**config.mk**
```make
export PLATFORM = sky130hd
export DESIGN_NAME = calendar_date_engine_flat
export DESIGN_NICKNAME = d
export VERILOG_FILES = /design/src/cde_pkg.sv /design/src/cde_if.sv /design/src/calendar_date_engine.sv /design/src/flat_wrapper.sv
export SDC_FILE = /design/constraint.sdc
export NUM_CORES = 1
export LEC_CHECK = 0
export ABC_CLOCK_PERIOD_IN_PS = 7000
export BUFFER_PORTS_ARGS = -buffer_cell sky130_fd_sc_hd__buf_2
export CAP_MARGIN = 20
export CORE_ASPECT_RATIO = 1.5
export CORE_MARGIN = 2
export CORE_UTILIZATION = 43
export CTS_CLUSTER_SIZE = 25
export DETAILED_ROUTE_END_ITERATION = 12
export GPL_ROUTABILITY_DRIVEN = 1
export PLACE_DENSITY = 0.69
export SYNTH_ARGS = -nofsm -noshare
export SYNTH_HDL_FRONTEND = slang
export SYNTH_SLANG_ARGS = --single-unit
```
**constraint.sdc**
```tcl
create_clock -name clk -period 7 [get_ports clk]
set_clock_uncertainty 0.15 [all_clocks]
set_input_delay 0.7 -clock clk [delete_from_list [all_inputs] [get_ports clk]]
set_output_delay 0.7 -clock clk [all_outputs]
set_load 0.01 [all_outputs]
```
**src/cde_pkg.sv**
```systemverilog
// Shared types, codes and calendar helpers for the calendar date engine.
// Depends on nothing; every other file imports it.
package cde_pkg;

  localparam logic [11:0] FIRST_YEAR = 12'd1901;
  localparam logic [11:0] LAST_YEAR  = 12'd2099;
  localparam logic [3:0]  MONTH_JAN  = 4'd1;
  localparam logic [3:0]  MONTH_FEB  = 4'd2;
  localparam logic [3:0]  MONTH_DEC  = 4'd12;

  localparam logic ACT_LOAD    = 1'b0;
  localparam logic ACT_ADVANCE = 1'b1;

  typedef enum logic [1:0] {
    STATUS_OK       = 2'd0,
    STATUS_BAD_DATE = 2'd1,
    STATUS_OVERFLOW = 2'd2
  } cde_status_t;

  typedef enum logic [1:0] {
    ST_IDLE,
    ST_WALK,
    ST_SUM,
    ST_FIN
  } cde_state_t;

  typedef struct packed {
    logic        action;
    logic [11:0] given_year;
    logic [3:0]  given_month;
    logic [4:0]  given_day;
    logic [15:0] days_to_advance;
  } cde_req_t;

  typedef struct packed {
    logic [11:0] cur_year;
    logic [3:0]  cur_month;
    logic [4:0]  cur_day;
    logic [2:0]  weekday;
    logic [1:0]  status;
    logic        is_before;
    logic        is_same;
  } cde_rsp_t;

  function automatic logic [4:0] days_in(input logic [11:0] y, input logic [3:0] m);
    logic [4:0] len;
    case (m)
      4'd1, 4'd3, 4'd5, 4'd7, 4'd8, 4'd10, 4'd12: len = 5'd31;
      4'd4, 4'd6, 4'd9, 4'd11:                     len = 5'd30;
      4'd2:    len = (y[1:0] == 2'b00) ? 5'd29 : 5'd28;
      default: len = 5'd0;
    endcase
    return len;
  endfunction

  function automatic logic [8:0] days_before_month(input logic [3:0] m);
    logic [8:0] cum;
    case (m)
      4'd2:    cum = 9'd31;
      4'd3:    cum = 9'd59;
      4'd4:    cum = 9'd90;
      4'd5:    cum = 9'd120;
      4'd6:    cum = 9'd151;
      4'd7:    cum = 9'd181;
      4'd8:    cum = 9'd212;
      4'd9:    cum = 9'd243;
      4'd10:   cum = 9'd273;
      4'd11:   cum = 9'd304;
      4'd12:   cum = 9'd334;
      default: cum = 9'd0;
    endcase
    return cum;
  endfunction

  function automatic logic date_ok(input logic [11:0] y, input logic [3:0] m,
                                   input logic [4:0] d);
    return (y >= FIRST_YEAR) && (y <= LAST_YEAR) && (d != 5'd0) && (d <= days_in(y, m));
  endfunction

  // fold base-8 digits, since 8 is 1 mod 7
  function automatic logic [2:0] mod7(input logic [9:0] x);
    logic [4:0] s1;
    logic [3:0] s2;
    s1 = 5'(x[2:0]) + 5'(x[5:3]) + 5'(x[8:6]) + 5'(x[9]);
    s2 = 4'(s1[2:0]) + 4'(s1[4:3]);
    if (s2 >= 4'd7) begin
      s2 = s2 - 4'd7;
    end
    return s2[2:0];
  endfunction

endpackage

```
**src/cde_if.sv**
```systemverilog
// Request and result channel interfaces for the calendar date engine.
// Depends on cde_pkg for the payload structs.
interface cde_req_if import cde_pkg::*; ();
  logic     valid;
  logic     ready;
  cde_req_t data;
  modport source (output valid, output data, input ready);
  modport sink (input valid, input data, output ready);
endinterface

interface cde_rsp_if import cde_pkg::*; ();
  logic     valid;
  logic     ready;
  cde_rsp_t data;
  modport source (output valid, output data, input ready);
  modport sink (input valid, input data, output ready);
endinterface

```
**src/calendar_date_engine.sv**
```systemverilog
// Calendar date engine: stored date, month-walking advance, weekday and compare.
// Depends on cde_pkg and the channel interfaces in cde_if.sv.
//
// Usage: one request on req gives exactly one result on rsp.
// A load request sets the date if it is valid (else status 1, date kept).
// An advance request moves the date forward by days_to_advance, one month
// per cycle through a single subtract-and-compare unit; a date past
// 2099-12-31 gives status 2 and keeps the old date.
// For the largest days_to_advance, an advance walks at most about 2160 months.
// req.ready is high only while the sequencer is idle. A finished result sits
// in an output register; while rsp is stalled a new request is still taken
// and walked, and only its final write-out waits for the register to empty.
// Reset (rst, synchronous) sets the date to 1901-01-01 and empties the
// output register.
module calendar_date_engine import cde_pkg::*; (
  input  logic      clk,
  input  logic      rst,
  cde_req_if.sink   req,
  cde_rsp_if.source rsp
);

  cde_state_t  state, state_next;

  logic [11:0] sy;
  logic [3:0]  sm;
  logic [4:0]  sd;

  logic [11:0] wy;
  logic [3:0]  wm;
  logic [16:0] remaining_days;

  logic [11:0] gy;
  logic [3:0]  gm;
  logic [4:0]  gd;
  cde_status_t status;
  logic [9:0]  day_sum;

  logic        rsp_valid;
  cde_rsp_t    rsp_data;

  logic        accept;
  logic        emit;
  logic [4:0]  dim;
  logic        step_more;
  logic        over;
  logic        load_ok;
  logic [7:0]  year_off;
  logic        precedes;
  logic        same;

  assign accept    = req.valid && req.ready;
  assign dim       = days_in(wy, wm);
  assign step_more = remaining_days > 17'(dim);
  assign over      = step_more && (wm == MONTH_DEC) && (wy == LAST_YEAR);
  assign load_ok   = date_ok(req.data.given_year, req.data.given_month, req.data.given_day);
  assign year_off  = 8'(sy - FIRST_YEAR);
  assign emit      = (state == ST_FIN) && (!rsp_valid || rsp.ready);
  assign precedes  = (sy < gy) || ((sy == gy) && ((sm < gm) || ((sm == gm) && (sd < gd))));
  assign same      = (sy == gy) && (sm == gm) && (sd == gd);

  assign rsp.valid = rsp_valid;
  assign rsp.data  = rsp_data;

  always_ff @(posedge clk) begin
    if (rst) begin
      state <= ST_IDLE;
    end else begin
      state <= state_next;
    end
  end

  always_comb begin
    state_next = state;
    req.ready  = 1'b0;
    case (state)
      ST_IDLE: begin
        req.ready = 1'b1;
        if (req.valid) begin
          state_next = (req.data.action == ACT_ADVANCE) ? ST_WALK : ST_SUM;
        end
      end
      ST_WALK: begin
        if (!step_more || over) begin
          state_next = ST_SUM;
        end
      end
      ST_SUM: state_next = ST_FIN;
      ST_FIN: begin
        if (emit) begin
          state_next = ST_IDLE;
        end
      end
      default: state_next = ST_IDLE;
    endcase
  end

  // stored date and output handshake
  always_ff @(posedge clk) begin
    if (rst) begin
      sy        <= FIRST_YEAR;
      sm        <= MONTH_JAN;
      sd        <= 5'd1;
      rsp_valid <= 1'b0;
    end else begin
      if (accept && req.data.action == ACT_LOAD && load_ok) begin
        sy <= req.data.given_year;
        sm <= req.data.given_month;
        sd <= req.data.given_day;
      end else if (state == ST_WALK && !step_more) begin
        sy <= wy;
        sm <= wm;
        sd <= remaining_days[4:0];
      end
      if (emit) begin
        rsp_valid <= 1'b1;
      end else if (rsp.ready) begin
        rsp_valid <= 1'b0;
      end
    end
  end

  // walk registers, request capture and result formation
  always_ff @(posedge clk) begin
    case (state)
      ST_IDLE: begin
        if (accept) begin
          gy <= req.data.given_year;
          gm <= req.data.given_month;
          gd <= req.data.given_day;
          wy <= sy;
          wm <= sm;
          remaining_days <= 17'(sd) + 17'(req.data.days_to_advance);
          if (req.data.action == ACT_LOAD && !load_ok) begin
            status <= STATUS_BAD_DATE;
          end else begin
            status <= STATUS_OK;
          end
        end
      end
      ST_WALK: begin
        if (over) begin
          status <= STATUS_OVERFLOW;
        end else if (step_more) begin
          remaining_days <= remaining_days - 17'(dim);
          if (wm == MONTH_DEC) begin
            wm <= MONTH_JAN;
            wy <= wy + 12'd1;
          end else begin
            wm <= wm + 4'd1;
          end
        end
      end
      ST_SUM: begin
        day_sum <= 10'd1 + 10'(year_off) + 10'(year_off[7:2]) + 10'(days_before_month(sm))
                 + 10'((sm > MONTH_FEB) && (sy[1:0] == 2'b00)) + 10'(sd);
      end
      ST_FIN: begin
        if (emit) begin
          rsp_data.cur_year  <= sy;
          rsp_data.cur_month <= sm;
          rsp_data.cur_day   <= sd;
          rsp_data.weekday   <= mod7(day_sum);
          rsp_data.status    <= status;
          rsp_data.is_before <= precedes;
          rsp_data.is_same   <= same;
        end
      end
      default: ;
    endcase
  end

  a_stored_valid: assert property (@(posedge clk) disable iff (rst)
    (sy >= FIRST_YEAR) && (sy <= LAST_YEAR) && (sd != 5'd0) && (sd <= days_in(sy, sm)))
    else $error("stored date out of range");

  a_walk_month: assert property (@(posedge clk) disable iff (rst)
    (state == ST_WALK) |-> (wm >= MONTH_JAN) && (wm <= MONTH_DEC))
    else $error("walk month out of range");

  a_date_hold: assert property (@(posedge clk) disable iff (rst)
    (state == ST_SUM || state == ST_FIN) |=> $stable(sy) && $stable(sm) && $stable(sd))
    else $error("stored date changed after the walk");

  a_emit_from_fin: assert property (@(posedge clk) disable iff (rst)
    $rose(rsp_valid) |-> $past(state) == ST_FIN)
    else $error("result raised outside the final state");

  a_weekday_range: assert property (@(posedge clk) disable iff (rst)
    rsp_valid |-> rsp_data.weekday <= 3'd6)
    else $error("weekday out of range");

endmodule
```
**src/flat_wrapper.sv**
```systemverilog
// flat-port wrapper written by rule: the top's interface ports become plain ports
module calendar_date_engine_flat import cde_pkg::*;
  (clk, rst, req_valid, req_data, req_ready, rsp_valid, rsp_data, rsp_ready);
  cde_req_if req_i ();
  cde_rsp_if rsp_i ();
  input  logic clk;
  input  logic rst;
  input wire logic [$bits(req_i.valid)-1:0] req_valid;
  input wire logic [$bits(req_i.data)-1:0] req_data;
  output wire logic [$bits(req_i.ready)-1:0] req_ready;
  output wire logic [$bits(rsp_i.valid)-1:0] rsp_valid;
  output wire logic [$bits(rsp_i.data)-1:0] rsp_data;
  input wire logic [$bits(rsp_i.ready)-1:0] rsp_ready;
  assign req_i.valid = req_valid;
  assign req_i.data = req_data;
  assign req_ready = req_i.ready;
  assign rsp_valid = rsp_i.valid;
  assign rsp_data = rsp_i.data;
  assign rsp_i.ready = rsp_ready;
  calendar_date_engine u_core (.clk(clk), .rst(rst), .req(req_i), .rsp(rsp_i));
endmodule
```
* After elaboration in Yosys (flattened, before gate mapping)
Memories as Yosys holds them, arrays and structs flattened. A register that Yosys moved wholly into a read port is not among the register bits.
Cells that the tools add are included.
** Storage, ports and cells
- Bits in registers :: 118
- Bits in latches :: 0
- RAM bits :: 0
- ROM bits :: 144
- Input port bits :: 42
- Memories kept :: 1
** Cells by class
- $add $sub $neg :: 15
- Multiply operators :: 0
- Div/mod/pow operators :: 0
- Order comparisons :: 9
- Equal/unequal tests :: 39
- Shift-type cells :: 0
- Multiplexer cells :: 40
- Bitwise operators :: 1
- Reductions and logical operators :: 41
** Memories
- (no name shown) :: depth 16, width 9, rd ports 1, clocked after Yosys merged registers in 1, wr ports 0, line cde_pkg.sv:58 : case (m)
** Operators by type and width (count)
- $mux W12 :: 6
- $mux W17 :: 3
- $eq A4 B4 Y1 const B :: 10
- $pmux W17 S2 :: 1
- $eq A4 B3 Y1 const B :: 8
- $mux W4 :: 8
- $pmux W5 S3 :: 2
- $pmux W12 S2 :: 1
- $add A5 B16 Y17 :: 1
- $gt A17 B5 Y1 :: 1
- $sub A17 B5 Y17 :: 1
- $eq A4 B2 Y1 const B :: 4
- $logic_and A1 B1 Y1 :: 16
- $reduce_or A7 Y1 :: 2
- $add A12 B1 Y12 const B :: 1
- $eq A12 B12 Y1 :: 1
- $eq A12 B12 Y1 const B :: 1
- $ge A12 B11 Y1 const B :: 1
- $le A12 B12 Y1 const B :: 1
- $lt A12 B12 Y1 :: 1
- $mux W2 :: 6
- $ne A2 B1 Y1 const B :: 6
- $add A10 B1 Y10 :: 1
- $add A10 B5 Y10 :: 1
- other kinds (39) :: 61

* Depth between registers and ports, before layout
- Depth after elaboration :: 10
- Mapped depth :: 18
- Mapped depth without buffers :: 18

* Worst setup path after synthesis
Ideal clock, no wire load.
- Path type :: reg2reg
- Start point :: reg u_core.wm[0]
- End point :: reg u_core.wy[0] (enable)
- Library setup time :: 0.399 ns
- Data arrival time :: 4.501 ns
- Data required time :: 6.451 ns
- Path slack :: 1.950 ns
- Stages on the path, launching flop included :: 15
- Path buffers :: 0
- Period minus slack after synthesis :: 5.050 ns
- Cell sequence :: edfxtp_1 -> inv_1 -> ha_1 -> nor2b_1 -> a2111oi_0 -> a21oi_1 -> ha_1 -> nor2b_1 -> nor2_1 -> a21o_1 -> and3_1 -> nor2_1 -> nand2_1 -> a21oi_1 -> a21boi_0
** Between the ends
- Cells in the longest elaborated chain, start to end :: 8
- Elaborated cells on any way between the ends :: 22
- Those cells by class :: order compare: 1; eq/ne: 15; mux: 1; reduce/logical: 5
** RTL lines
- from (decl) :: line calendar_date_engine.sv:29 : logic [3:0] wm;
- from (signal assigned) :: line calendar_date_engine.sv:131 : wm <= sm;
- from (signal assigned) :: line calendar_date_engine.sv:149 : wm <= wm + 4'd1;
- $eq A4 B1 Y1, or another cell as far along :: line cde_pkg.sv:47 : case (m)
- $reduce_or A7 Y1 or $reduce_or A4 Y1 (tied branches) :: line cde_pkg.sv:47
- $pmux W5 S3 :: line cde_pkg.sv:47
- $gt A17 B5 Y1 :: line calendar_date_engine.sv:53 : assign step_more = remaining_days > 17'(dim);
- $logic_and A1 B1 Y1 (2 in series) :: line calendar_date_engine.sv:54 : assign over = step_more && (wm == MONTH_DEC) && (wy == LAST_YEAR);
- $ne A2 B2 Y1 (no line)
- $reduce_and A5 Y1 (no line) (*)
- to (signal assigned) :: line calendar_date_engine.sv:130 : wy <= sy;
- to (signal assigned) :: line calendar_date_engine.sv:147 : wy <= wy + 12'd1;
- to (decl) :: line calendar_date_engine.sv:28 : logic [11:0] wy;
Mark *: on every way between the ends. The rest lies on a longest branch, timed or not.
A chain may end at the register's enable or synchronous reset.

==> results_dict.tcl <==
set metrics [dict create \
    run_status "complete, no violations" \
    areaGrowthSynthToFinish_pct 14.57 \
    power.density_nw_per_um2 346.2 \
    boundaryPins 72 \
    grt_start_max_net_pins 72 \
    layout_min_cycle_time_ns 4.629 \
    whs_ns 0.3102 \
    power_leakage_nw 3.946 \
    post_route_cells_drive_above_1_share_pct 16.32 \
    std_cell_rows 61 \
    cts.sinks 127 \
    tritoncts "yes" \
    vias 5892 \
    first_global_vias 5950 \
    critical_path_required_ns 7.19 \
    hold_buffers 0 \
    die-area_um2 20180 \
    final_common_cell "sky130_fd_sc_hd__edfxtp_1" \
    fill_cells 1726 \
    routedWlPerCell_um 15.46 \
    ctsResizeCount 0 \
    maxCapViolCount 0 \
    timing.critical_path.max_delay_family "compound AO/OA/AOI/OAI gates" \
    slew_headroom_pct 43.05 \
    dpl.cell_count 1096 \
    portBuffers 71 \
    crit_type "reg2reg" \
    post_cts_buffers 0 \
    timing.final.setup_violations 0 \
    syn-cell-area_um2 8187 \
    period_utilization_post_route_pct 66.14 \
    worstSkewPairLatency_ns 0.43 \
    synthDistinctLibCells 74 \
    rsz0062_at_grt "false" \
    hp-class "reg2reg" \
    drt-pass1-iter-count 5 \
    floorplan.initialDensity_pct 43.96 \
    core_area_um2 18620 \
    worstPathArrival_ns 4.82 \
    grt_pass1_wl_mm 28.53 \
    count_of_flip_flops_with_a_built_in_enable_after_synthesis 94 \
    drtAntennaViolNets 0 \
    synth_sequential_area_ratio_pct 42.55 \
    layout_common_cells "sky130_fd_sc_hd__edfxtp_1 (94), sky130_fd_sc_hd__nor2_1 (76), sky130_fd_sc_hd__inv_1 (74)" \
    routed_wl_mm 17.46 \
    detailed_place_hpwl_mm 13.64 \
    place.gp.congestion 0.9041 \
    die_height_um 173.0 \
    cell_occurring_most_often_along_the_worst_timing_path "sky130_fd_sc_hd__ha_1" \
    yosys_register_bits 127 \
    pre_cts_slack_ns 2.389 \
    cp_max_fo 22 \
    timing.critical_path.to_type "flip-flop" \
    tightestPinTransition_ns 0.8533 \
    ys_async_sr_fraction_pct 0 \
    cp_num_buf_inv 0 \
    cts_htree_levels 4 \
    finalMaxSlewViolations 0 \
    clk_transition_reported_paths_ns 0.06 \
    die_extent_in_x_um 116.7 \
    grt.overflow.total 0 \
    setup_ws_ns 2.371 \
    startpoint_type "flip-flop" \
    synthCells 790 \
    layout.nets 997 \
    drc_errors 0 \
    clockBufferDepth 2 \
    postSynthAreaPerCell_um2 10.36 \
    synth.net_count 924 \
    vdd_drop_max_mv 0.1840 \
    multiInputGateArea_um2 4308 \
    non_filler_cells_final 1129 \
    viasPerCell 5.219 \
    synth-warning-count 0 \
    grt_antenna_before_repair 1 \
    register_area_um2 3483 \
    post_synth_top_flop "sky130_fd_sc_hd__edfxtp_1" \
    setup_total_negative_slack_ns 0 \
    hold_viol_final 0 \
    timing.critical_path.slowest_stage_cell "sky130_fd_sc_hd__a21oi_4" \
    number_of_violations_reported_at_the_end_of_detailed_routing_iteration_0 251 \
    cts_made_buffers 17 \
    fin_util_pct 50.36 \
    max_clock_freq_mhz 216.0 \
    clockRootBuffer "sky130_fd_sc_hd__clkbuf_16" \
    grtUsageTotal_pct 18.30 \
    crit_path_cell_trace "ha_1, nor3_2, a21oi_1, o21ai_0, ha_1, nor2b_1, o21ba_2, o21ai_1, nand3_4, a21oi_4, o221ai_1, nand2_1, ha_1, a31oi_1, a21o_1, a22oi_1" \
    critical_path.max_stage_delay_ns 0.65 \
]
-- power by group --
part           leakage, nW  internal (mW)  switching, mW
Combinational         2.56          0.491          0.681
Sequential            1.11           1.06          0.128
Clock                0.280          0.531          0.353
-- cell families after synthesis --
logic type	count (synthesis)	share of synthesized area, %
AOI/OAI and AO/OA	160	12.91
xor gates and xnor gates	62	6.633
adders and majority gates	92	15.80
buffers and inverters	98	4.936
DFF	127	42.55
muxes	24	3.011
and+or+nand+nor	227	14.15
-- cell type report --
type	instances	area share [%]
antenna	1	0.02668
clock inverter	13	1.641
timing repair buffer	76	4.189
sequential	127	37.14
inverter	76	3.095
tap	252	3.362
multi-input combinational	565	45.93
clock buffer	19	4.616
-- state kept, by name (all words and copies together), names as in the netlist, 4 cells and up, named ones only --
| name | count |
|---|---|
| u_core.wy | 12 |
| u_core.sy | 12 |
| u_core.gm | 4 |
| u_core.sm | 4 |
| u_core.remaining_days | 17 |
| u_core.sd | 5 |
| u_core.wm | 4 |
| u_core.gd | 5 |
| u_core.rsp.data | 28 |
| u_core.gy | 12 |
| u_core.day_sum | 10 |
-- routing by layer --
| metal | share of wire [%] | vias up | GRT usage [%] |
|---|---|---|---|
| li1 | - | 2956 | - |
| met1 | 38 | 2802 | 18.71 |
| met2 | 55 | 101 | 33.87 |
| met3 | 2.8 | 33 | 3.856 |
| met4 | 4.3 | 0 | 9.608 |
| met5 | 0 | - | 0 |
-- cell usage after synthesis, drive strengths merged (2+ instances only) --
| master | instances | share of area, % |
|---|---|---|
| o21bai | 3 | 0.28 |
| o31ai | 3 | 0.28 |
| a21oi | 60 | 3.8 |
| nor3 | 17 | 1.2 |
| nor2 | 77 | 3.6 |
| xor2 | 26 | 2.8 |
| o31a | 4 | 0.54 |
| a21o | 17 | 1.6 |
| fa | 19 | 4.6 |
| and3 | 10 | 0.83 |
| or3 | 4 | 0.31 |
| xnor2 | 36 | 3.9 |
| nor4 | 5 | 0.38 |
| a2111oi | 2 | 0.21 |
| or4 | 3 | 0.32 |
| o211a | 2 | 0.24 |
| a2bb2oi | 2 | 0.29 |
| inv | 75 | 3.4 |
| edfxtp | 94 | 34 |
| o211ai | 5 | 0.52 |
| a211oi | 13 | 1.2 |
| nor2b | 11 | 0.84 |
| mux2i | 22 | 2.7 |
| nand2 | 42 | 2.0 |
| o21ai | 27 | 1.7 |
| nand4 | 12 | 0.92 |
| a22oi | 2 | 0.18 |
| ha | 73 | 11 |
| nand3b | 3 | 0.28 |
| a21boi | 2 | 0.18 |
| and2 | 4 | 0.34 |
| nand3 | 15 | 1.2 |
| dfxtp | 33 | 8.1 |
| buf | 8 | 0.75 |
| clkbuf | 14 | 0.64 |
| or2 | 10 | 0.76 |
| a31oi | 9 | 0.69 |
| o2111ai | 2 | 0.21 |
| nand2b | 8 | 0.61 |
| mux2 | 2 | 0.32 |
-- metrics by stage --
step	instance area [um^2]	power, mW
after CTS	9376	3.275
after global placement	8790	2.351
after global routing	9376	3.481
after floorplan	8187	2.105
final	9379	3.247
after detailed placement	8790	2.383
-- path summary, 6_finish.rpt --
path | from | end | slack, ns | depth (start not counted)
max reg2reg | u_core.wm[0] | flip-flop | 2.37 | 16
min reg2reg | u_core.status[0] | u_core.rsp.data[2] | 0.31 | 0
min | u_core.status[0] | u_core.rsp.data[2] | 0.31 | 0
max | u_core.wm[0] | flip-flop | 2.37 | 16
No activity file was read; power rests on OpenSTA's default activity.
